### src/hdl/tcw_pkg.sv
// shared constants, codes and types for the text console writer
package tcw_pkg;

   localparam int COLUMNS = 80;
   localparam int ROWS    = 25;
   localparam int CELLS   = ROWS * COLUMNS;

   localparam int ROW_W  = 5;
   localparam int COL_W  = 7;
   localparam int CELL_W = 16;
   localparam int ATTR_W = 8;
   localparam int CHAR_W = 8;
   localparam int FUNC_W = 2;
   localparam int CSR_W  = 1;

   localparam int ADDR_W = $clog2(CELLS);
   localparam int CNT_W  = $clog2(CELLS + 1);

   localparam logic [FUNC_W-1:0] FN_PUT   = 2'd0;
   localparam logic [FUNC_W-1:0] FN_CLEAR = 2'd1;
   localparam logic [FUNC_W-1:0] FN_READ  = 2'd2;

   localparam logic [CSR_W-1:0] CSR_TEXT_ATTR    = 1'd0;
   localparam logic [CSR_W-1:0] CSR_DEFAULT_ATTR = 1'd1;

   localparam logic [CHAR_W-1:0] NEWLINE_CODE = 8'd10;
   localparam logic [CHAR_W-1:0] BLANK_CODE   = 8'd32;
   localparam logic [ATTR_W-1:0] ATTR_RESET   = 8'd15;

   typedef enum logic [2:0] {
      ST_INIT,
      ST_IDLE,
      ST_READ,
      ST_SCROLL,
      ST_FILL
   } state_type;

   typedef struct packed {
      logic              we;
      logic [ADDR_W-1:0] waddr;
      logic [CELL_W-1:0] wdata;
      logic [ADDR_W-1:0] raddr;
   } mem_req_type;

   typedef struct packed {
      logic             load;
      logic             use_rdata;
      logic [ROW_W-1:0] cursor_row;
      logic [COL_W-1:0] cursor_col;
   } rsp_load_type;

endpackage

### src/hdl/tcw_ctrl.sv
// sequencer: cursor, request decode and the address counter that walks the store
module tcw_ctrl (
   input  logic                         clock,
   input  logic                         reset,
   input  logic                         req_valid,
   output logic                         req_stall,
   input  logic [tcw_pkg::FUNC_W-1:0]   req_func,
   input  logic [tcw_pkg::CHAR_W-1:0]   req_char_code,
   input  logic [tcw_pkg::ROW_W-1:0]    req_read_row,
   input  logic [tcw_pkg::COL_W-1:0]    req_read_col,
   input  logic                         rsp_free,
   input  logic [tcw_pkg::ATTR_W-1:0]   text_attr,
   input  logic [tcw_pkg::ATTR_W-1:0]   default_attr,
   input  logic [tcw_pkg::CELL_W-1:0]   mem_rdata,
   output tcw_pkg::mem_req_type         mem_req,
   output tcw_pkg::rsp_load_type        rsp_load
);

   tcw_pkg::state_type              state_ff, state_in;
   logic [tcw_pkg::CNT_W-1:0]       cnt_ff, cnt_in;
   logic                            pend_ff, pend_in;
   logic [tcw_pkg::ADDR_W-1:0]      dst_ff, dst_in;
   logic [tcw_pkg::ROW_W-1:0]       row_ff, row_in;
   logic [tcw_pkg::COL_W-1:0]       col_ff, col_in;

   logic                            accept;
   logic                            read_in_range;
   logic [tcw_pkg::CNT_W-1:0]       put_addr;
   logic [tcw_pkg::CNT_W-1:0]       rd_addr;
   logic [tcw_pkg::CELL_W-1:0]      blank_cell;

   always_ff @(posedge clock) begin
      if (reset) begin
         state_ff <= tcw_pkg::ST_INIT;
         cnt_ff   <= '0;
         pend_ff  <= 1'b0;
         row_ff   <= '0;
         col_ff   <= '0;
      end else begin
         state_ff <= state_in;
         cnt_ff   <= cnt_in;
         pend_ff  <= pend_in;
         row_ff   <= row_in;
         col_ff   <= col_in;
      end
      dst_ff <= dst_in;
   end

   assign put_addr = tcw_pkg::CNT_W'(row_ff) * tcw_pkg::CNT_W'(tcw_pkg::COLUMNS)
                   + tcw_pkg::CNT_W'(col_ff);
   assign rd_addr  = tcw_pkg::CNT_W'(req_read_row) * tcw_pkg::CNT_W'(tcw_pkg::COLUMNS)
                   + tcw_pkg::CNT_W'(req_read_col);
   assign read_in_range = (req_read_row < tcw_pkg::ROW_W'(tcw_pkg::ROWS))
                       && (req_read_col < tcw_pkg::COL_W'(tcw_pkg::COLUMNS));
   assign blank_cell = {default_attr, tcw_pkg::BLANK_CODE};

   assign req_stall = !((state_ff == tcw_pkg::ST_IDLE) && rsp_free);
   assign accept    = req_valid && !req_stall;

   always_comb begin
      state_in = state_ff;
      cnt_in   = cnt_ff;
      pend_in  = pend_ff;
      dst_in   = dst_ff;
      row_in   = row_ff;
      col_in   = col_ff;

      mem_req.we    = 1'b0;
      mem_req.waddr = cnt_ff[tcw_pkg::ADDR_W-1:0];
      mem_req.wdata = blank_cell;
      mem_req.raddr = rd_addr[tcw_pkg::ADDR_W-1:0];

      rsp_load.load      = 1'b0;
      rsp_load.use_rdata = 1'b0;

      case (state_ff)
         tcw_pkg::ST_INIT: begin
            // zero the whole store after reset
            mem_req.we    = 1'b1;
            mem_req.wdata = '0;
            if (cnt_ff == tcw_pkg::CNT_W'(tcw_pkg::CELLS - 1)) begin
               cnt_in   = '0;
               state_in = tcw_pkg::ST_IDLE;
            end else begin
               cnt_in = cnt_ff + 1'b1;
            end
         end
         tcw_pkg::ST_IDLE: begin
            if (accept) begin
               case (req_func)
                  tcw_pkg::FN_PUT: begin
                     if (req_char_code == tcw_pkg::NEWLINE_CODE) begin
                        col_in = '0;
                        if (row_ff == tcw_pkg::ROW_W'(tcw_pkg::ROWS - 1)) begin
                           cnt_in   = tcw_pkg::CNT_W'(tcw_pkg::COLUMNS);
                           pend_in  = 1'b0;
                           state_in = tcw_pkg::ST_SCROLL;
                        end else begin
                           row_in        = row_ff + 1'b1;
                           rsp_load.load = 1'b1;
                        end
                     end else begin
                        if (col_ff < tcw_pkg::COL_W'(tcw_pkg::COLUMNS)) begin
                           mem_req.we    = 1'b1;
                           mem_req.waddr = put_addr[tcw_pkg::ADDR_W-1:0];
                           mem_req.wdata = {text_attr, req_char_code};
                           col_in        = col_ff + 1'b1;
                        end
                        rsp_load.load = 1'b1;
                     end
                  end
                  tcw_pkg::FN_CLEAR: begin
                     cnt_in   = '0;
                     state_in = tcw_pkg::ST_FILL;
                  end
                  tcw_pkg::FN_READ: begin
                     if (read_in_range) begin
                        state_in = tcw_pkg::ST_READ;
                     end else begin
                        rsp_load.load = 1'b1;
                     end
                  end
                  default: begin
                     rsp_load.load = 1'b1;
                  end
               endcase
            end
         end
         tcw_pkg::ST_READ: begin
            rsp_load.load      = 1'b1;
            rsp_load.use_rdata = 1'b1;
            state_in           = tcw_pkg::ST_IDLE;
         end
         tcw_pkg::ST_SCROLL: begin
            // read one row ahead, write the word in the next cycle one row up
            mem_req.raddr = cnt_ff[tcw_pkg::ADDR_W-1:0];
            if (cnt_ff < tcw_pkg::CNT_W'(tcw_pkg::CELLS)) begin
               pend_in = 1'b1;
               dst_in  = tcw_pkg::ADDR_W'(cnt_ff - tcw_pkg::CNT_W'(tcw_pkg::COLUMNS));
               cnt_in  = cnt_ff + 1'b1;
            end else begin
               pend_in = 1'b0;
            end
            if (pend_ff) begin
               mem_req.we    = 1'b1;
               mem_req.waddr = dst_ff;
               mem_req.wdata = mem_rdata;
            end
            if ((cnt_ff >= tcw_pkg::CNT_W'(tcw_pkg::CELLS)) && !pend_ff) begin
               cnt_in   = tcw_pkg::CNT_W'(tcw_pkg::CELLS - tcw_pkg::COLUMNS);
               state_in = tcw_pkg::ST_FILL;
            end
         end
         tcw_pkg::ST_FILL: begin
            mem_req.we = 1'b1;
            if (cnt_ff >= tcw_pkg::CNT_W'(tcw_pkg::CELLS - 1)) begin
               cnt_in        = '0;
               rsp_load.load = 1'b1;
               state_in      = tcw_pkg::ST_IDLE;
            end else begin
               cnt_in = cnt_ff + 1'b1;
            end
         end
         default: begin
            state_in = tcw_pkg::ST_IDLE;
         end
      endcase

      rsp_load.cursor_row = row_in;
      rsp_load.cursor_col = col_in;
   end

endmodule

### config.mk
export PLATFORM = sky130hd
export DESIGN_NAME = tcw_ctrl
export DESIGN_NICKNAME = d
export VERILOG_FILES = /design/src/hdl/tcw_pkg.sv /design/src/hdl/tcw_ctrl.sv
export SDC_FILE = /design/constraint.sdc
export NUM_CORES = 1
export LEC_CHECK = 0
export BUFFER_PORTS_ARGS = -buffer_cell sky130_fd_sc_hd__buf_2
export CORE_MARGIN = 5
export CORE_UTILIZATION = 52
export CTS_CLUSTER_DIAMETER = 120
export DETAILED_ROUTE_END_ITERATION = 10
export PLACE_DENSITY = 0.81
export SETUP_SLACK_MARGIN = 0.2
export SYNTH_ARGS = -nofsm -noshare
export SYNTH_HDL_FRONTEND = slang
export SYNTH_SLANG_ARGS = --single-unit
### constraint.sdc
create_clock -name clock -period 2.62 [get_ports clock]
set_input_delay 0.262 -clock clock [delete_from_list [all_inputs] [get_ports clock]]
set_output_delay 0.262 -clock clock [all_outputs]
set_load 0.1 [all_outputs]
==> impl_results.md, run 1 <==
- XOR/XNOR Fraction of Synth Area: 0.0635
- Synth Net Count: 549
- Total CTS buffers: 5
- PortBufs: 111
- HPWL Detailed: 10500 um
- WEP type: primary output
- Largest net degree at the start of global routing: 25
- Status: aborted with a tool error
- CTS Buffer Depth: 2
- Core Rows: 30
- Starting Density: 0.530
- Post-CTS Hold Buffers: 0
- Worst Endpoint after GRT Repair: mem_req[36]
- Clk sinks: 38
- Compound-Gate Fraction of Synth Area: 0.248
- Mapped Area: 3580 um2
- Placed Area: 5540 um2
- Simple-gate area share of the yosys netlist: 0.216
- Root buffer cell: clkbuf_8
- Placed cell count: 666
- H-tree depth: 2
- Mapped Cells: 456
- Stopped at: global routing (5_1_grt)
- Synth Flop Type: dfxtp_1
- Mux cell area share after synthesis: 0.0370
- Die span in x: 93.0 um
- Average size of a mapped cell: 7.86 um2
- Distinct cells, synth: 60
- Post-Synth Adder-Cell Area: 0.131
- Die height: 93.0 um
- Number of synthesized flops with an enable pin: 11
- # IOs: 112
- Seq/Total Area, Yosys: 0.243
- GPL Wtd Cong: 0.928
- Post-synth ARST share: 0
- Synth warn: 0
- #FFs+latches synth: 38
- Largest family of logic cells by synthesized area: compound AO/OA/AOI/OAI gates
- Run Error: [ERROR DPL-0038] Utilization greater than 100%, impossible to legalize
logic make-up after synthesis:
kind of cell | after synthesis
AO/OA/AOI/OAI | 132
XOR/XNOR | 26
adder cells (fa/ha/maj) | 35
buffers and inverters | 57
flip-flops | 38
multiplexers | 13
AND/OR/NAND/NOR | 155
stage by stage:
stage	util	worst slack, ns
2_1_floorplan	-	-0.282
3_3_place_gp	0.820	0.0788
3_5_place_dp	0.820	-0.141
4_1_cts	0.924	-0.129
synth_stat cells, types with 2 or more instances:
cell type | n | area (um2)
o22ai_1 | 5 | 31.3
xor2_1 | 10 | 87.6
and3_1 | 7 | 43.8
fa_1 | 4 | 80.1
or4_1 | 3 | 22.5
a221o_1 | 2 | 20.0
nand2_1 | 40 | 150
o2111ai_1 | 2 | 17.5
o21ai_0 | 34 | 170
a31oi_1 | 6 | 37.5
a21oi_1 | 25 | 125
a21o_1 | 6 | 45.0
nor3_1 | 10 | 50.1
a41oi_1 | 3 | 26.3
and2_1 | 10 | 62.6
edfxtp_1 | 11 | 330
nor2_1 | 39 | 146
a2bb2oi_1 | 2 | 17.5
nor3b_1 | 2 | 15.0
nor4_1 | 2 | 12.5
inv_1 | 27 | 101
ha_1 | 31 | 388
nand4_1 | 5 | 31.3
mux2i_1 | 11 | 110
a22oi_1 | 10 | 75.1
nor2b_1 | 11 | 68.8
nand3_1 | 7 | 35.0
xnor2_1 | 16 | 140
dfxtp_1 | 27 | 541
clkbuf_1 | 26 | 97.6
a22o_1 | 15 | 131
buf_2 | 4 | 20.0
a222oi_1 | 5 | 50.1
or2_2 | 4 | 25.0
mux2_2 | 2 | 22.5
or3_1 | 7 | 43.8
o21a_1 | 2 | 15.0
timing repair:
action,CTS
setup endpoints to repair,41
pin swaps,40
buffers inserted,15
resized for setup,101
gates cloned,1
==> run 2: changes to the inputs <==
--- a/config.mk
+++ b/config.mk
@@ -7,11 +7,9 @@
 export LEC_CHECK = 0
 export BUFFER_PORTS_ARGS = -buffer_cell sky130_fd_sc_hd__buf_2
 export CORE_MARGIN = 5
-export CORE_UTILIZATION = 52
-export CTS_CLUSTER_DIAMETER = 120
+export CORE_UTILIZATION = 37
 export DETAILED_ROUTE_END_ITERATION = 10
-export PLACE_DENSITY = 0.81
-export SETUP_SLACK_MARGIN = 0.2
+export PLACE_DENSITY_LB_ADDON = 0.15
 export SYNTH_ARGS = -nofsm -noshare
 export SYNTH_HDL_FRONTEND = slang
 export SYNTH_SLANG_ARGS = --single-unit
==> run 2 against run 1 <==
Compared with the run above: the flow now finishes, with violations (negative setup slack); synthesized cell count stayed put; synthesized area unchanged.
==> impl_results.md, run 2 <==
- Status: finished with violations
- Failing checks: negative setup slack
- Tot GR Track Use: 0.210
- # fillers: 838
- Setup crit start kind: flop
- Tcrit/Tclk final: 1.05
- Commonest non-fill, non-tap cell in the layout: buf_4
- Final Hold Violating Endpoints: 0
- Root buffer cell: clkbuf_8
- Iter 0 DRT Violations: 196
- Worst Skew: 0.00524 ns
- Final net count: 703
- Drt wl/cell: 16.8 um
- Largest family of logic cells by synthesized area: compound AO/OA/AOI/OAI gates
- # IOs: 112 (unchanged)
- Die height: 108 um (+17%)
- DRC viols: 0
- # diodes: 0
- Cells on worst reg2reg path: 10
- Pint: 1.40 mW
- Clock slew at reported path FFs: 0.08 ns
- #FFs+latches synth: 38 (unchanged)
- Starting Density: 0.374 (-0.157)
- Post-synth top cells: nand2_1, nor2_1, o21ai_0
- Post-DRT Antenna Nets: 0
- Clock power share: 0.151
- Sequential share of power: 0.242
- Total CTS buffers: 5 (unchanged)
- Final Power: 2.66 mW
- Data arrival, critical path: 2.49 ns
- Distinct cells, synth: 60 (unchanged)
- Synth warn: 0 (unchanged)
- Clk sinks: 38 (unchanged)
- Total Neg Setup Slack: -0.305 ns
- Fin Hold WS: 0.348 ns
- Core Rows: 36 (+20%)
- HPWL Detailed: 10100 um (-4.2%)
- Drt pass-1 iters: 5
- Worst setup EP type: primary output
- Max Cap Viol: 0
- Simple-gate area share of the yosys netlist: 0.216 (unchanged)
- Core Region: 9590 um2
- VDD IR max: 0.684 mV
- Most frequent cells in the layout: buf_4, buf_2, buf_12
- Compound-Gate Fraction of Synth Area: 0.248 (unchanged)
- Clock Latency Late Sink: 0.30 ns
- Relative slew slack: 0.676
- Switch Pwr: 1.26 mW
- Fmax: 364 MHz
- Fin worst setup slack: -0.130 ns
- Crit path required time: 2.36 ns
- Min-delay worst type: input port to flop
- Hold path depth: 2
- PD cells: 444 nW/um2
- H-tree depth: 2 (unchanged)
- Global route overflow: 0
- Final wirelength: 12500 um
- CTS tree: done
- Largest regs: cnt_ff: 11 flops, dst_ff: 11 flops, col_ff: 7 flops
- Initial antenna violation count: 0
- Die Area: 11800 um2
- Placed Area: 5630 um2 (+1.6%)
- Unrepaired setup endpoints after global routing: yes
- CP max FO: 2
- Synth Flop Type: dfxtp_1
- Largest net degree at the start of global routing: 25
- Worst R2R Start: row_ff[1]$_SDFF_PP0_
- Seq/Total Area, Yosys: 0.243 (unchanged)
- Hold Path End: cnt_ff[5]$_SDFFE_PP0P_
- Number of synthesized flops with an enable pin: 11 (unchanged)
- Final cell count without fillers: 744
- Combinational share of power: 0.606
- Number of global-route vias before repair: 3991
- Switching Share: 0.474
- Crit path time final: 2.75 ns
- CTS Buffer Depth: 2 (unchanged)
- Average size of a mapped cell: 7.86 um2 (unchanged)
- Placed cell count: 725 (+8.9%)
- Reg2Reg Setup Slack: 0.11 ns
- XOR/XNOR Fraction of Synth Area: 0.0635 (unchanged)
- Most instantiated library cell after synthesis: nand2_1
- Top cell type's share of synthesized area: 0.151 (unchanged)
- R2r endpoint: cnt_ff[3]$_SDFFE_PP0P_
- Post-Synth Adder-Cell Area: 0.131 (unchanged)
- Fin area: 5990 um2
- Synth Net Count: 549 (unchanged)
- Setup violators final: 3
- Slew Limit Fails: 0
- Via count: 4026
- Crit Path Class: flop to primary output
- Mapped Cells: 456 (unchanged)
- HP Start: reset
- Post-synth ARST share: 0 (unchanged)
- Vias per Instance: 5.41
- Leakage: 2.53 nW
- GPL Wtd Cong: 0.903 (-2.7%)
- PortBufs: 111 (unchanged)
- Mux cell area share after synthesis: 0.0370 (unchanged)
- Die span in x: 108 um (+17%)
- Yosys top cell by area: dfxtp_1
- Actual slew at the worst max-slew pin: 0.490 ns
- Synth-to-layout area growth: 67.1%
- Mapped Area: 3580 um2 (unchanged)
- First-pass GRT wire length: 19700 um
- Synth area leaders: dfxtp_1, ha_1, edfxtp_1
- Layout cells sized above 1: 0.437
## run 2: cell counts after synthesis
Identical to the previous run, type by type.
## run 2: kinds of logic (layout without fill, tap and decap cells)
group / after synthesis / in the layout
AND/OR/NAND/NOR: 155 / 155
AO/OA/AOI/OAI: 132 / 132
buffers and inverters: 57 / 212
flip-flops: 38 / 38
adder cells (fa/ha/maj): 35 / 35
XOR/XNOR: 26 / 26
multiplexers: 13 / 13
## run 2: worst max path at each step
stage | slack, ns | start | end | cells past startpoint
after floorplan | -0.36 | state_ff[2]$_SDFFE_PP0P_ | mem_req[6] | 5
after global placement | 0.03 | req_char_code[4] | mem_req[31] | 9
after detailed placement | 0.0006 | req_char_code[0] | mem_req[31] | 9
after CTS | -0.12 | row_ff[3]$_SDFF_PP0_ | mem_req[37] | 10
after global routing | -0.23 | row_ff[3]$_SDFF_PP0_ | mem_req[37] | 10
final | -0.13 | row_ff[3]$_SDFF_PP0_ | mem_req[36] | 9
## run 2: routing by layer
metal  global-route usage  vias up  routed length [um]
li1                     -     1962                   -
met2                0.385      128                6450
met4               0.0613        0                 262
met3               0.0358       21                 644
met5                    0        -                   0
met1                0.250     1915                5130
## run 2: timing repair
| item | 4_1_cts | 5_1_grt |
|---|---|---|
| hold endpoints to repair | 0 | 0 |
| endpoints found under the setup margin | 13 | 24 |
| buffers inserted | 3 | 9 |
| pin swaps | 15 | 20 |
| gates resized for setup | 21 | 34 |
| hold buffers | 0 | 0 |
## run 2: per-stage QoR
step / setup slack (ns) / utilization
2_1_floorplan: -0.364 / -
4_1_cts: -0.120 / 0.605
5_1_grt: -0.230 / 0.624
3_5_place_dp: 0.000645 / 0.587
6_report: -0.130 / 0.624
3_3_place_gp: 0.0269 / 0.587
## run 2: layout make-up
type / count / area, um2 / area share
clock buffer: 6 / 72.6 / 0.0121
clock inverter: 2 / 8.76 / 0.00146
inverter: 27 / 101 / 0.0169
multi-input combinational: 361 / 2930 / 0.489
sequential: 38 / 887 / 0.148
tap: 133 / 166 / 0.0278
timing repair buffer: 177 / 1820 / 0.304
## run 2: power by group through the flow
stage / logic, mW / clock network [mW] / registers, mW
after floorplan: 0.971 / 0 / 0.666
after global placement: 1.55 / 0 / 0.658
after detailed placement: 1.56 / 0 / 0.659
after CTS: 1.58 / 0.406 / 0.645
after global routing: 1.69 / 0.425 / 0.648
final: 1.61 / 0.403 / 0.644
## run 2: worst max-delay path: stages (launching register included)
cell     delay, ns
dfxtp_4       0.36
ha_4          0.24
ha_4          0.16
inv_2         0.05
fa_2          0.45
nor3b_2       0.23
xnor2_1       0.14
nor2_1        0.06
a221o_2       0.33
buf_12        0.17
No activity file was read; power rests on OpenSTA's default activity.
==> run 3: changes to the inputs <==
--- a/config.mk
+++ b/config.mk
@@ -10,6 +10,7 @@
 export CORE_UTILIZATION = 37
 export DETAILED_ROUTE_END_ITERATION = 10
 export PLACE_DENSITY_LB_ADDON = 0.15
+export SETUP_SLACK_MARGIN = 0.2
 export SYNTH_ARGS = -nofsm -noshare
 export SYNTH_HDL_FRONTEND = slang
 export SYNTH_SLANG_ARGS = --single-unit
==> run 3 against run 2 <==
Compared with the run above: the run still ends with negative setup slack left; total power rose by 4.1%; sequential cell count did not move; setup slack improved by 0.0067 ns; core utilization rose by 8.7 points; maximum frequency rose by 0.24%; clock skew rose by 0.0088 ns; combinational power rose by 5%; clock-buffer cell count rose by 1; via count rose by 5.5%; die area did not move; cell count rose by 2.3%; largest power group unchanged; sequential share of layout area fell by 1.8 points; critical endpoint unchanged; critical path type unchanged.
==> impl_results.md, run 3 (synthesis gave the netlist of run 2 again) <==
- Crit Path Class: flop to primary output
- WP buf/inv: 2 (unchanged)
- Fin worst setup slack: -0.123 ns (+0.00671 ns)
- Via count: 4247 (+5.5%)
- H-tree depth: 2 (unchanged)
- Die height: 108 um (unchanged)
- Register Area: 891 um2 (+0.42%)
- Min-delay worst type: input port to flop
- Post-DRT Antenna Nets: 0 (unchanged)
- Crit path largest cell delay: 0.46 ns (about the same)
- Clock slew at reported path FFs: 0.08 ns (about the same)
- Crit path required time: 2.36 ns (about the same)
- Largest regs: cnt_ff: 11 flops, dst_ff: 11 flops, col_ff: 7 flops
- Pre-CTS setup slack: 0.0443 ns (+0.0437 ns)
- Worst Skew: 0.0141 ns (+0.00883 ns)
- Slowest CP cell: fa_2
- Tcrit/Tclk final: 1.05 (-0.00256)
- Area of the multi-input gates: 3410 um2 (+16%)
- Number of global-route vias before repair: 4218 (+5.7%)
- # IOs: 112 (unchanged)
- Relative slew slack: 0.675 (-0.000881)
- Status: finished with violations
- Total CTS buffers: 5 (unchanged)
- Final Hold Violating Endpoints: 0 (unchanged)
- Worst setup EP type: primary output
- Combinational share of power: 0.610 (+0.004)
- Layout cells sized above 1: 0.547 (+0.110)
- Clock Latency Late Sink: 0.31 ns (about the same)
- Failing checks: negative setup slack
- Tot GR Track Use: 0.227 (+0.0169)
- Data arrival, critical path: 2.48 ns (about the same)
- Slew Limit Fails: 0 (unchanged)
- CP delay by family, top: adder cells
- CP cell instances: ha_4 > ha_4 > inv_2 > fa_2 > nor3b_2 > xnor2_1 > nor2_1 > a221o_4 > buf_12
- Largest net degree at the start of global routing: 25 (unchanged)
- VDD IR max: 0.602 mV (-12%)
- # fillers: 686 (-18%)
- Max Cap Viol: 0 (unchanged)
- Die Area: 11800 um2 (unchanged)
- Fmax: 365 MHz (+0.24%)
- Clk sinks: 38 (unchanged)
- Commonest non-fill, non-tap cell in the layout: buf_12
- HP Start: reset
- Vias per Instance: 5.58 (+3.1%)
- Setup violators final: 3 (unchanged)
- CTS tree: done
- Core Rows: 36 (unchanged)
- Final net count: 719 (+2.3%)
- Sequential share of power: 0.240 (-0.002)
- CTS Buffer Depth: 2 (unchanged)
- Critical Path Start: row_ff[3]$_SDFF_PP0_
- Final wirelength: 14800 um (+18%)
- HPWL Detailed: 10300 um (+2.2%)
- CP max FO: 3 (+1)
- GPL Wtd Cong: 0.879 (-2.7%)
- Most frequent cells in the layout: buf_12, buf_2, buf_4
- Clock power share: 0.149 (-0.002)
- First-pass GRT wire length: 21000 um (+6.8%)
- Post-layout util: 0.711 (+0.0874)
- Most used cell, CP: ha_4
- Switch Pwr: 1.31 mW (+3.7%)
- Crit path time final: 2.74 ns (-0.00671 ns)
- Initial antenna violation count: 0 (unchanged)
- Root buffer cell: clkbuf_8
- Drt pass-1 iters: 7 (+2)
- Fin Hold WS: 0.336 ns (-0.0124 ns)
- Global route overflow: 0 (unchanged)
- Unrepaired setup endpoints after global routing: yes
- Pint: 1.46 mW (+4.4%)
- Worst R2R Start: row_ff[0]$_SDFF_PP0_
- PD cells: 405 nW/um2 (-8.7%)
- Switching Share: 0.472 (-0.00161)
- Die span in x: 108 um (unchanged)
- Leakage: 2.80 nW (+11%)
- PortBufs: 111 (unchanged)
- DRC viols: 0 (unchanged)
- Starting Density: 0.374 (unchanged)
- Drt wl/cell: 19.4 um (+15%)
- Core Region: 9590 um2 (unchanged)
- Setup crit start kind: flop
- Actual slew at the worst max-slew pin: 0.491 ns (+0.00133 ns)
- Synth-to-layout area growth: 90.5%
- Iter 0 DRT Violations: 259 (+32%)
- Final Power: 2.77 mW (+4.1%)
==> run 3: changes by cell type in the layout (fill, tap and decap cells not counted), moves of 8 or more <==
cell	before	now
buf_2	60	52
buf_6	6	32
buf_4	61	49
mux2i_4	0	8
==> run 3: metrics by stage <==
step / cells / area, um2 / TNS, ns
floorplan: 456 / 4000 / -1.50
global placement: 714 / 5570 / 0
detailed placement: 714 / 5570 / 0
CTS: 747 / 6350 / -0.201
global route: 760 / 6820 / -0.565
finish: 761 / 6830 / -0.240
==> run 3: layer usage <==
metal,part of all wire,up-vias,GRT usage,routed length [um]
met5,0,-,0,0
met2,0.53,153,0.414,7860
met1,0.39,2061,0.271,5820
met3,0.053,32,0.0340,776
met4,0.021,0,0.0730,303
li1,-,2001,-,-
==> run 3: final timing paths <==
path	slack [ns]	cells past startpoint	endpoint
setup / recovery	-0.12	9	mem_req[36]
hold / removal	0.34	2	pend_ff$_SDFFE_PP0P_
setup reg to reg	0.05	10	cnt_ff[2]$_SDFFE_PP0P_
hold reg to reg	0.54	2	cnt_ff[0]$_SDFFE_PP0P_
==> run 3: final cells by class <==
type                            instances  share of cell area
Multi-Input combinational cell        361               0.500
Timing Repair Buffer                  193               0.318
Sequential cell                        38               0.131
Tap cell                              133              0.0244
Inverter                               27              0.0148
Clock buffer                            7              0.0112
Clock inverter                          1            0.000550
Antenna cell                            1            0.000367
==> run 3: power by group through the flow <==
stage,combinational (mW),clock [mW],sequential [mW]
6_report,1.69,0.413,0.666
5_1_grt,1.75,0.434,0.670
4_1_cts,1.60,0.400,0.662
3_5_place_dp,1.48,0,0.677
3_3_place_gp,1.47,0,0.677
2_1_floorplan,0.962,0,0.664
==> run 3: worst reg2reg max path: cells and delay by family (launching register included) <==
family / cells / cell delay (ns)
AND/OR/NAND/NOR: 3 / 0.98
adder cells (fa/ha/maj): 1 / 0.15
flip-flops: 1 / 0.38
buffers and inverters: 3 / 0.31
AO/OA/AOI/OAI: 3 / 0.66
==> run 3: timing repair <==
item                                    in CTS  in global routing
endpoints found under the setup margin      38                 49
hold endpoints to repair                     0                  0
pin swaps                                   49                 50
hold buffers                                 0                  0
gates cloned                                 1                  0
resized for setup                          112                 78
setup buffers                               24                 13
